[src/hdl/adsr_pkg.sv]
// adsr_pkg: widths, constants, codes and structs shared by the envelope block.
// No dependencies; imported by adsr_core, adsr_scale and linear_adsr_envelope.
package adsr_pkg;

    localparam int LEVEL_W   = 25;
    localparam int VEL_W     = 7;
    localparam int MODE_W    = 2;
    localparam int CFG_IDX_W = 2;
    localparam int PROD_W    = 31;   // level * velocity < 2^31
    localparam int RECIP_W   = 32;
    localparam int QUOT_W    = PROD_W + RECIP_W;

    localparam logic [LEVEL_W-1:0] FULL_SCALE = 25'h100_0000;

    // floor(p / 127) == (p * RECIP_MUL) >> RECIP_SHIFT for every p < 2^31
    localparam logic [RECIP_W-1:0] RECIP_MUL   = 32'd2164392969;
    localparam int                 RECIP_SHIFT = 38;

    // item codes
    localparam logic [MODE_W-1:0] MODE_TICK     = 2'd0;
    localparam logic [MODE_W-1:0] MODE_GATE_ON  = 2'd1;
    localparam logic [MODE_W-1:0] MODE_GATE_OFF = 2'd2;

    // register map
    localparam logic [CFG_IDX_W-1:0] REG_ATTACK  = 2'd0;
    localparam logic [CFG_IDX_W-1:0] REG_DECAY   = 2'd1;
    localparam logic [CFG_IDX_W-1:0] REG_SUSTAIN = 2'd2;
    localparam logic [CFG_IDX_W-1:0] REG_RELEASE = 2'd3;

    localparam logic [LEVEL_W-1:0] ATTACK_RST  = 25'd38044;
    localparam logic [LEVEL_W-1:0] DECAY_RST   = 25'd3804;
    localparam logic [LEVEL_W-1:0] SUSTAIN_RST = 25'd11744051;
    localparam logic [LEVEL_W-1:0] RELEASE_RST = 25'd1902;
    localparam logic [VEL_W-1:0]   VEL_RST     = 7'd127;

    typedef struct packed {
        logic [LEVEL_W-1:0] attack_step;
        logic [LEVEL_W-1:0] decay_step;
        logic [LEVEL_W-1:0] sustain_level;
        logic [LEVEL_W-1:0] release_step;
    } cfg_t;

    typedef struct packed {
        logic [LEVEL_W-1:0] level;
        logic [VEL_W-1:0]   velocity;
    } tick_t;

endpackage

[src/hdl/linear_adsr_envelope.sv]
// linear_adsr_envelope: top level, config registers plus core and scaling pipeline.
// Depends on adsr_pkg, adsr_core, adsr_scale.
// A tick beat's result reaches m_valid through the registers tk1_reg, p2_reg and q3_reg.
// Throughput: one beat per cycle of any kind while s_ready is high; gate beats give no result.
// Stalls travel back through the ready chain of the three pipeline stages to s_ready.
// Reset (aresetn low, synchronous): idle, level 0, velocity 127, registers to defaults.
module linear_adsr_envelope (
    input  logic                             aclk,
    input  logic                             aresetn,
    // configuration write port
    input  logic                             cfg_wr_en,
    input  logic [adsr_pkg::CFG_IDX_W-1:0]   cfg_addr,
    input  logic [adsr_pkg::LEVEL_W-1:0]     cfg_wdata,
    // input beats
    input  logic                             s_valid,
    output logic                             s_ready,
    input  logic [adsr_pkg::MODE_W-1:0]      s_mode,
    input  logic [adsr_pkg::VEL_W-1:0]       s_velocity,
    // result beats
    output logic                             m_valid,
    input  logic                             m_ready,
    output logic [adsr_pkg::LEVEL_W-1:0]     m_envelope_out
);
    import adsr_pkg::*;

    cfg_t  cfg_reg;
    logic  t_valid, t_ready;
    tick_t t_data;

    // register file; the user must write only while the block is idle; the block itself does not enforce this
    always_ff @(posedge aclk) begin
        if (!aresetn) begin
            cfg_reg.attack_step   <= ATTACK_RST;
            cfg_reg.decay_step    <= DECAY_RST;
            cfg_reg.sustain_level <= SUSTAIN_RST;
            cfg_reg.release_step  <= RELEASE_RST;
        end else if (cfg_wr_en) begin
            unique case (cfg_addr)
                REG_ATTACK:  cfg_reg.attack_step   <= cfg_wdata;
                REG_DECAY:   cfg_reg.decay_step    <= cfg_wdata;
                REG_SUSTAIN: cfg_reg.sustain_level <= cfg_wdata;
                REG_RELEASE: cfg_reg.release_step  <= cfg_wdata;
                default: ;
            endcase
        end
    end

    // envelope state: phase, level and stored velocity move on acceptance
    adsr_core u_core (
        .aclk       (aclk),
        .aresetn    (aresetn),
        .cfg        (cfg_reg),
        .s_valid    (s_valid),
        .s_ready    (s_ready),
        .s_mode     (s_mode),
        .s_velocity (s_velocity),
        .t_valid    (t_valid),
        .t_ready    (t_ready),
        .t_data     (t_data)
    );

    // velocity scaling: multiply, then divide by 127 via reciprocal multiply
    adsr_scale u_scale (
        .aclk           (aclk),
        .aresetn        (aresetn),
        .t_valid        (t_valid),
        .t_ready        (t_ready),
        .t_data         (t_data),
        .m_valid        (m_valid),
        .m_ready        (m_ready),
        .m_envelope_out (m_envelope_out)
    );

endmodule

[src/hdl/adsr_core.sv]
// adsr_core: phase/level state machine, updated on each accepted beat.
// Depends on adsr_pkg; feeds ticks to adsr_scale.
module adsr_core (
    input  logic                          aclk,
    input  logic                          aresetn,
    input  adsr_pkg::cfg_t                cfg,
    input  logic                          s_valid,
    output logic                          s_ready,
    input  logic [adsr_pkg::MODE_W-1:0]   s_mode,
    input  logic [adsr_pkg::VEL_W-1:0]    s_velocity,
    output logic                          t_valid,
    input  logic                          t_ready,
    output adsr_pkg::tick_t               t_data
);
    import adsr_pkg::*;

    typedef enum logic [2:0] {
        PH_IDLE    = 3'd0,
        PH_ATTACK  = 3'd1,
        PH_DECAY   = 3'd2,
        PH_SUSTAIN = 3'd3,
        PH_RELEASE = 3'd4
    } phase_t;

    phase_t             phase_reg, phase_next, adv_phase;
    logic [LEVEL_W-1:0] level_reg, level_next, adv_level;
    logic [VEL_W-1:0]   vel_reg, vel_next;
    logic [LEVEL_W-1:0] sus_tgt;
    logic [LEVEL_W:0]   att_sum;
    logic [LEVEL_W-1:0] dec_sub, rel_sub;
    logic               accept;

    assign accept  = s_valid && s_ready;
    assign s_ready = t_ready;

    assign sus_tgt = (cfg.sustain_level > FULL_SCALE) ? FULL_SCALE : cfg.sustain_level;
    assign att_sum = {1'b0, level_reg} + {1'b0, cfg.attack_step};
    assign dec_sub = (level_reg > cfg.decay_step) ? level_reg - cfg.decay_step : '0;
    assign rel_sub = (level_reg > cfg.release_step) ? level_reg - cfg.release_step : '0;

    // one tick of the envelope
    always_comb begin
        adv_phase = phase_reg;
        adv_level = level_reg;
        unique case (phase_reg)
            PH_ATTACK: begin
                if (att_sum >= {1'b0, FULL_SCALE}) begin
                    adv_level = FULL_SCALE;
                    adv_phase = PH_DECAY;
                end else begin
                    adv_level = att_sum[LEVEL_W-1:0];
                end
            end
            PH_DECAY: begin
                if (dec_sub <= sus_tgt) begin
                    adv_level = sus_tgt;
                    adv_phase = PH_SUSTAIN;
                end else begin
                    adv_level = dec_sub;
                end
            end
            PH_SUSTAIN: adv_level = sus_tgt;
            PH_RELEASE: begin
                adv_level = rel_sub;
                if (rel_sub == '0) adv_phase = PH_IDLE;
            end
            default: begin
                adv_phase = PH_IDLE;
                adv_level = '0;
            end
        endcase
    end

    always_comb begin
        phase_next = phase_reg;
        level_next = level_reg;
        vel_next   = vel_reg;
        if (accept) begin
            unique case (s_mode)
                MODE_TICK: begin
                    phase_next = adv_phase;
                    level_next = adv_level;
                end
                MODE_GATE_ON: begin
                    vel_next   = s_velocity;
                    phase_next = PH_ATTACK;
                end
                MODE_GATE_OFF: begin
                    if (phase_reg != PH_IDLE) phase_next = PH_RELEASE;
                end
                default: ;   // unused code: ignored
            endcase
        end
    end

    always_ff @(posedge aclk) begin
        if (!aresetn) begin
            phase_reg <= PH_IDLE;
            level_reg <= '0;
            vel_reg   <= VEL_RST;
        end else begin
            phase_reg <= phase_next;
            level_reg <= level_next;
            vel_reg   <= vel_next;
        end
    end

    assign t_valid        = s_valid && (s_mode == MODE_TICK);
    assign t_data.level    = adv_level;
    assign t_data.velocity = vel_reg;

    a_level_bound: assert property (@(posedge aclk) disable iff (!aresetn)
        level_reg <= FULL_SCALE)
        else $error("level above full scale");

    a_idle_zero: assert property (@(posedge aclk) disable iff (!aresetn)
        (phase_reg == PH_IDLE) |-> (level_reg == '0))
        else $error("idle with non-zero level");

    a_gate_on: assert property (@(posedge aclk) disable iff (!aresetn)
        (accept && s_mode == MODE_GATE_ON) |=> (phase_reg == PH_ATTACK))
        else $error("gate on did not enter attack");

endmodule

[src/hdl/adsr_scale.sv]
// adsr_scale: three-stage pipeline for level * velocity / 127 with stall control.
// Depends on adsr_pkg; fed by adsr_core, drives the result channel.
module adsr_scale (
    input  logic                           aclk,
    input  logic                           aresetn,
    input  logic                           t_valid,
    output logic                           t_ready,
    input  adsr_pkg::tick_t                t_data,
    output logic                           m_valid,
    input  logic                           m_ready,
    output logic [adsr_pkg::LEVEL_W-1:0]   m_envelope_out
);
    import adsr_pkg::*;

    logic                v1_reg, v2_reg, v3_reg;
    logic                rdy1, rdy2, rdy3;
    tick_t               tk1_reg;
    logic [PROD_W-1:0]   p2_reg;
    logic [LEVEL_W-1:0]  q3_reg;
    logic [PROD_W-1:0]   prod_full;
    logic [QUOT_W-1:0]   quot_full;

    // a stage moves when it is empty or the one after it moves
    assign rdy3    = !v3_reg || m_ready;
    assign rdy2    = !v2_reg || rdy3;
    assign rdy1    = !v1_reg || rdy2;
    assign t_ready = rdy1;

    assign prod_full = PROD_W'(tk1_reg.level) * PROD_W'(tk1_reg.velocity);
    assign quot_full = QUOT_W'(p2_reg) * QUOT_W'(RECIP_MUL);

    always_ff @(posedge aclk) begin
        if (!aresetn) begin
            v1_reg <= 1'b0;
            v2_reg <= 1'b0;
            v3_reg <= 1'b0;
        end else begin
            if (rdy1) v1_reg <= t_valid;
            if (rdy2) v2_reg <= v1_reg;
            if (rdy3) v3_reg <= v2_reg;
        end
    end

    always_ff @(posedge aclk) begin
        if (rdy1 && t_valid) tk1_reg <= t_data;
        if (rdy2 && v1_reg)  p2_reg  <= prod_full;
        if (rdy3 && v2_reg)  q3_reg  <= quot_full[RECIP_SHIFT +: LEVEL_W];
    end

    assign m_valid        = v3_reg;
    assign m_envelope_out = q3_reg;

    a_prod_bound: assert property (@(posedge aclk) disable iff (!aresetn)
        v2_reg |-> (p2_reg <= PROD_W'(FULL_SCALE) * PROD_W'(127)))
        else $error("product out of range");

    a_out_bound: assert property (@(posedge aclk) disable iff (!aresetn)
        v3_reg |-> (q3_reg <= FULL_SCALE))
        else $error("scaled level above full scale");

    a_out_hold: assert property (@(posedge aclk) disable iff (!aresetn)
        (m_valid && !m_ready) |=> (m_valid && $stable(m_envelope_out)))
        else $error("result beat changed while stalled");

endmodule
[config.mk]
export PLATFORM = sky130hd
export DESIGN_NAME = linear_adsr_envelope
export DESIGN_NICKNAME = d
export VERILOG_FILES = /design/src/hdl/adsr_pkg.sv /design/src/hdl/linear_adsr_envelope.sv /design/src/hdl/adsr_core.sv /design/src/hdl/adsr_scale.sv
export SDC_FILE = /design/constraint.sdc
export NUM_CORES = 1
export LEC_CHECK = 0
export CORE_ASPECT_RATIO = 2
export CORE_MARGIN = 5
export CORE_UTILIZATION = 45
export CTS_CLUSTER_SIZE = 40
export DETAILED_ROUTE_END_ITERATION = 10
export DONT_BUFFER_PORTS = 1
export HOLD_SLACK_MARGIN = 0.12
export SKIP_CTS_REPAIR_TIMING = 1
export SLEW_MARGIN = 20
export SYNTH_ARGS = -nofsm -noshare
export SYNTH_HDL_FRONTEND = slang
export SYNTH_SLANG_ARGS = --single-unit
[constraint.sdc]
create_clock -name aclk -period 16.7 [get_ports aclk]
set_input_delay 1.67 -clock aclk [delete_from_list [all_inputs] [get_ports aclk]]
set_output_delay 1.67 -clock aclk [all_outputs]
set_load 0.05 [all_outputs]
# [Yosys cells after proc, flatten, opt, wreduce, memory -nomap -nowiden]
# Index checks and enable logic that the tools add are counted.
[word_totals] mem_bits_ro=0 ramBits=0 latch_bits=0 output_inout_bits=27 memories=0 in_bits=41 register_bits=226
[classes] bitwise=0 order_cmp=5 multipliers=2 add_sub_neg=3 eq_ne=14 div=0 reduce_logical=23 muxes=12 shifts=0
[ops] operator="two-way mux 25 bit" n=5
[ops] operator="case mux 25 bit (4 select lines)" n=1
[ops] operator="multiplier 31 x 32 -> 63 bit, second input constant" n=1
[ops] operator="> comparator 25 bit" n=2
[ops] operator="subtractor 25 bit" n=2
[ops] operator="multiplier 25 x 7 -> 31 bit" n=1
[ops] operator="adder 25 x 25 -> 26 bit" n=1
[ops] operator=">= comparator 26 x 25 -> 1 bit, second input constant" n=1
[ops] operator="> comparator 25 bit, second input constant" n=1
[ops] operator="<= comparator 25 bit" n=1
[ops] operator="zero test 25 bit" n=1
[ops] operator="two-way mux 3 bit" n=4
[ops] operator="case mux 3 bit (4 select lines)" n=1
[ops] operator="AND reduction 2 bit" n=6
[ops] operator="!= test 3 x 2 -> 1 bit, second input constant" n=3
[ops] operator="case mux 3 bit (3 select lines)" n=1
[ops] operator="AND reduction 7 bit" n=1
[ops] operator="equality test 2 bit, second input constant" n=3
[ops] operator="equality test 3 x 2 -> 1 bit, second input constant" n=2
[ops] operator="nonzero test 3 bit" n=2
[ops] operator="logical AND 1 bit" n=5
[ops] operator="equality test 2 x 1 -> 1 bit, second input constant" n=2
[ops] operator="zero test 2 bit" n=2
[ops] operator="equality test 3 x 1 -> 1 bit, second input constant" n=1
[ops] operator="other kinds (5)" n=9

# [Longest topological paths before layout]
[logic_depth] depth_word=6 mapped_depth=25 mapped_depth_nobuf=24

# [Cells and area by module]
# A second synthesis with hierarchy kept.
[unflattened] hier_cells=2871 area_unflattened_um2=25567.0
[by_module_without_submodules] module="adsr_scale" seq_area_each_um2=2702.6 area_each_um2=14579.0 n_inst=1 cells_each=1469
[by_module_without_submodules] module="adsr_core" seq_area_each_um2=700.7 area_each_um2=7051.8 n_inst=1 cells_each=1022
[by_module_without_submodules] module="linear_adsr_envelope" seq_area_each_um2=2001.9 area_each_um2=3936.3 n_inst=1 cells_each=380

# [Worst setup path before layout]
# Ideal clock, no wire load.
[synth_timing] path_type="flip-flop to flip-flop" from="register u_scale.p2_reg[18]" to="register u_scale.q3_reg[23] (netlist: u_scale.m_envelope_out[23]) (data pin)" setup_time_ns=0.259 path_buffers=0 arrival_time_ns=5.635 path_slack_ns=10.806 path_stages_with_launch=21 path_cell_list="edfxtp_1 > ha_1 > ha_1 > ha_1 > inv_1 > fa_1 > fa_1 > fa_1 > inv_1 > ha_1 > ha_1 > a21oi_1 > o21ai_0 > a2111o_1 > a31o_2 > a2111oi_0 > o2bb2ai_1 > a22oi_1 > o21bai_1 > a21oi_1 > xnor2_1"
[synth_between] elab_chain_len=1
[synth_rtl] element="start, declared" line_no="adsr_scale.sv:18" text="logic [PROD_W-1:0] p2_reg;"
[synth_rtl] element="start signal, assigned" line_no="adsr_scale.sv:46" text="if (rdy2 && v1_reg) p2_reg <= prod_full;"
[synth_rtl] element="multiplier 31 x 32 -> 63 bit" line_no="adsr_scale.sv:30" text="assign quot_full = QUOT_W'(p2_reg) * QUOT_W'(RECIP_MUL);"
[synth_rtl] element="named net u_scale.quot_full[61]" line_no="adsr_scale.sv:21" text="logic [QUOT_W-1:0] quot_full;"
[synth_rtl] element="end signal, assigned" line_no="adsr_scale.sv:47" text="if (rdy3 && v2_reg) q3_reg <= quot_full[RECIP_SHIFT +: LEVEL_W];"
[synth_rtl] element="end, declared" line_no="adsr_scale.sv:19" text="logic [LEVEL_W-1:0] q3_reg;"
# The timed path passes the listed nets, and every way through them passes these cells.
# A chain may end at the register's enable or synchronous reset.

==> run_summary.xml <==
<?xml version="1.0" encoding="UTF-8"?>
<metrics>
  <group name="outcome">
    <metric name="run_status" unit="">finished, final reports clean</metric>
  </group>
  <group name="synth">
    <metric name="number_of_enable_flip_flop_cells_after_synthesis" unit="">88</metric>
    <metric name="yosys.area.top_type" unit="">ha_1</metric>
    <metric name="synthDistinctLibCells" unit="">83</metric>
    <metric name="synth_area_per_cell" unit="sq um">8.79</metric>
    <metric name="synth.yosys.seq_area_share" unit="">0.223</metric>
    <metric name="synth_area_leaders" unit="">ha_1 20%, fa_1 15%, dfxtp_1 11%</metric>
    <metric name="yosys-top-cells-count" unit="">436 x nand2_1, 396 x ha_1, 325 x inv_1, 183 x a21oi_1, 180 x fa_1</metric>
    <metric name="dominantRegCellSynth" unit="">dfxtp_1</metric>
    <metric name="synth_register_bits" unit="">226</metric>
    <metric name="synth_top_area_frac" unit="">0.204</metric>
    <metric name="post-synth-top-count-cell" unit="">nand2_1</metric>
    <metric name="synth_async_sr_flop_share" unit="">0</metric>
    <metric name="synth_fp_nets" unit="">3379</metric>
    <metric name="ys.warnings.count" unit="">0</metric>
    <metric name="synth_cells" unit="">2762</metric>
    <metric name="netlist_area" unit="sq um">24300</metric>
  </group>
  <group name="critical_path">
    <metric name="critical_path.slowest_cell" unit="">nor4_4</metric>
    <metric name="end_kind" unit="">flip-flop</metric>
    <metric name="timing.critical_path.from_type" unit="">flip-flop</metric>
    <metric name="crit_chain" unit="">ha_1, nor2b_1, o21a_1, o21ai_0, a21oi_1, or3b_2, o21a_1, o21ai_1, buf_4, nor2_1, ha_1, nand4_1, nor2_1, o21ai_0, a32oi_1, nor3b_1, nor4_4, o211ai_1, buf_4, o21ai_0</metric>
    <metric name="r2r_slack" unit="ns">9.99</metric>
    <metric name="critical_path_peak_fanout" unit="">13</metric>
    <metric name="endpoint" unit="">u_scale.tk1_reg[7]</metric>
    <metric name="r2r-end" unit="">u_scale.tk1_reg[7]</metric>
    <metric name="cp_data_arrival_time" unit="ns">7.02</metric>
    <metric name="crit_path_start" unit="">u_core.level_reg[1]</metric>
    <metric name="path_class" unit="">flip-flop to flip-flop</metric>
    <metric name="worst_ep_required_time" unit="ns">17.01</metric>
    <metric name="timing.rr.start" unit="">u_core.level_reg[1]</metric>
    <metric name="ff2ff_path_depth" unit="">20</metric>
    <metric name="crit_path_max_cell_delay" unit="ns">0.86</metric>
    <metric name="crit_path_frequent_cell" unit="">o21ai_0</metric>
  </group>
  <group name="worst_hold_path">
    <metric name="worst_hold_path_class" unit="">flip-flop to flip-flop</metric>
  </group>
  <group name="route">
    <metric name="drt_iter0_markers" unit="">832</metric>
    <metric name="drc_errors" unit="">0</metric>
    <metric name="detail-route-antenna-nets" unit="">0</metric>
    <metric name="finalWirelength" unit="mm">76.0</metric>
    <metric name="iteration_count_of_the_initial_detailed_routing_pass" unit="">8</metric>
    <metric name="vias" unit="">20000</metric>
    <metric name="wl_per_cell" unit="microns">22.3</metric>
    <metric name="route.detailed.vias_per_inst" unit="">5.87</metric>
  </group>
  <group name="die">
    <metric name="start_util" unit="">0.454</metric>
    <metric name="top_level_ports" unit="">68</metric>
    <metric name="die_ar" unit="sq um">59000</metric>
    <metric name="core_region_area" unit="sq um">53500</metric>
    <metric name="die_height" unit="microns">338</metric>
    <metric name="die_w" unit="microns">174</metric>
    <metric name="row_count" unit="">120</metric>
  </group>
  <group name="final_layout">
    <metric name="areaGrowthSynthToFinish" unit="%">6.00</metric>
    <metric name="fin_area" unit="sq um">25700</metric>
    <metric name="final_layout_size_suffix_gt1_frac" unit="">0.0413</metric>
    <metric name="post_layout_util" unit="">0.481</metric>
    <metric name="largest_reg_flops" unit="">100</metric>
    <metric name="design.final.nets" unit="">3339</metric>
    <metric name="instances_no_fill" unit="">3409</metric>
    <metric name="diodes" unit="">0</metric>
  </group>
  <group name="clocking">
    <metric name="cts.clk_slew.worst_paths" unit="ns">0.07</metric>
    <metric name="cts-htree-levels" unit="">1</metric>
    <metric name="insertion_delay" unit="ns">0.56</metric>
    <metric name="root_buffer" unit="">clkbuf_16</metric>
    <metric name="cts_buffer_depth" unit="">3</metric>
    <metric name="cts_buffers" unit="">23</metric>
    <metric name="cts_tree" unit="">done</metric>
    <metric name="cts.sink_count" unit="">226</metric>
  </group>
  <group name="sta">
    <metric name="post_route_minimum_period" unit="ns">6.71</metric>
    <metric name="max_slew.worst_pin.slew" unit="ns">1.08</metric>
    <metric name="final.setup.tns" unit="ns">0</metric>
    <metric name="max_freq" unit="GHz">0.149</metric>
    <metric name="finalClockSkew" unit="ns">0.0218</metric>
    <metric name="rsz_0062_raised_after_global_routing" unit="">no</metric>
    <metric name="setup_viol" unit="">0</metric>
    <metric name="timing.max_slew.rel_slack" unit="">0.273</metric>
    <metric name="hold_violations" unit="">0</metric>
    <metric name="whs" unit="ns">0.431</metric>
    <metric name="final.period_utilization" unit="">0.402</metric>
    <metric name="postLayoutSetupSlackWorst" unit="ns">9.99</metric>
    <metric name="final-max-slew-violation-count" unit="">0</metric>
  </group>
  <group name="grt">
    <metric name="first_pass_grt_wire_length" unit="mm">117</metric>
    <metric name="antenna_found_initial" unit="">0</metric>
    <metric name="first_global_vias" unit="">21500</metric>
    <metric name="overflow_after_grt" unit="">0</metric>
    <metric name="grt.total_usage" unit="">0.254</metric>
    <metric name="grt_start_max_net_pins" unit="">68</metric>
  </group>
  <group name="flow_run">
    <metric name="cap_violations" unit="">0</metric>
  </group>
  <group name="placement">
    <metric name="place.port_buffers" unit="">0</metric>
    <metric name="dpl_worst_slack" unit="ns">10.09</metric>
    <metric name="detailed_place.area" unit="sq um">25000</metric>
    <metric name="place.gp.congestion" unit="">1.02</metric>
    <metric name="placed_cells" unit="">3368</metric>
    <metric name="detailed_place_hpwl" unit="mm">63.3</metric>
  </group>
  <group name="pwr">
    <metric name="power.leakage" unit="nW">12.2</metric>
    <metric name="total_power" unit="mW">2.86</metric>
    <metric name="p_per_area" unit="nW/um^2">111</metric>
    <metric name="vdd.ir_drop.worst" unit="mV">0.0831</metric>
  </group>
</metrics>
-- critical path: cells and delay by family, from the launching register on --
kind / cells / cell delay (ns)
AO/OA/AOI/OAI: 9 / 2.53
AND/OR/NAND/NOR: 7 / 2.17
adder cells (fa/ha/maj): 2 / 0.63
buffers and inverters: 2 / 0.59
flip-flops: 1 / 0.54
-- power breakdown --
group / leakage (nW) / switching [mW] / total [mW] / internal, mW
Clock: 0.365 / 0.245 / 0.535 / 0.290
Combinational: 9.94 / 0.928 / 1.63 / 0.705
Sequential: 1.93 / 0.0453 / 0.687 / 0.642
-- cell families (layout without fill, tap and decap cells) --
group                    Yosys count  after routing  synth area share
flip-flops                       226            226             0.223
XOR/XNOR                          99             99            0.0357
AO/OA/AOI/OAI                    590            590             0.161
adder cells (fa/ha/maj)          576            576             0.353
multiplexers                       6              6           0.00263
buffers and inverters            408            384            0.0631
AND/OR/NAND/NOR                  857            857             0.163
-- routing by layer --
layer | GRT usage | vias to the layer above | part of all wire | wire (microns)
met1 | 0.219 | 9720 | 0.31 | 23500
met4 | 0.186 | 0 | 0.089 | 6750
met3 | 0.0266 | 258 | 0.035 | 2630
met2 | 0.519 | 554 | 0.57 | 43100
li1 | - | 9494 | - | -
met5 | 0 | - | 0 | 0
-- how the worst min path moves through the flow --
| stage | from | end | cells after the start |
|---|---|---|---|
| after global placement | u_core.vel_reg[1] | u_scale.tk1_reg[1] | 0 |
| after detailed placement | u_core.vel_reg[1] | u_scale.tk1_reg[1] | 0 |
| after global routing | u_core.vel_reg[1] | u_scale.tk1_reg[1] | 0 |
| final | u_core.vel_reg[2] | u_scale.tk1_reg[2] | 0 |
| after floorplan | u_core.vel_reg[0] | u_scale.tk1_reg[0] | 0 |
| after CTS | u_core.vel_reg[2] | u_scale.tk1_reg[2] | 0 |
-- placed cells by master, fill, tap and decap left out, drive strengths merged, types with 10 or more instances in the layout --
master / instances
nand2b: 22
a211o: 10
xor2: 25
edfxtp: 88
nor4: 14
a222oi: 11
nor2: 106
ha: 396
o21ba: 12
and3: 12
a21oi: 184
o21bai: 15
xnor2: 74
dfxtp: 138
o21ai: 103
clkbuf: 30
o21a: 29
a211oi: 24
nand3: 59
fa: 180
nand4: 37
inv: 330
o211ai: 31
and2: 53
nor3: 42
a21o: 62
nor2b: 21
or2: 14
buf: 17
a31oi: 16
nand2: 436
-- layout make-up --
cell class	count	area [sq um]
clock buffers	30	643
clock inverters	11	98.8
fillers	5187	27700
inverters	326	1220
multi-input cells	2128	17400
flip-flops and latches	226	5410
well taps	671	840
repair buffers	17	128
Note: power is estimated with default switching activity, not from simulation.
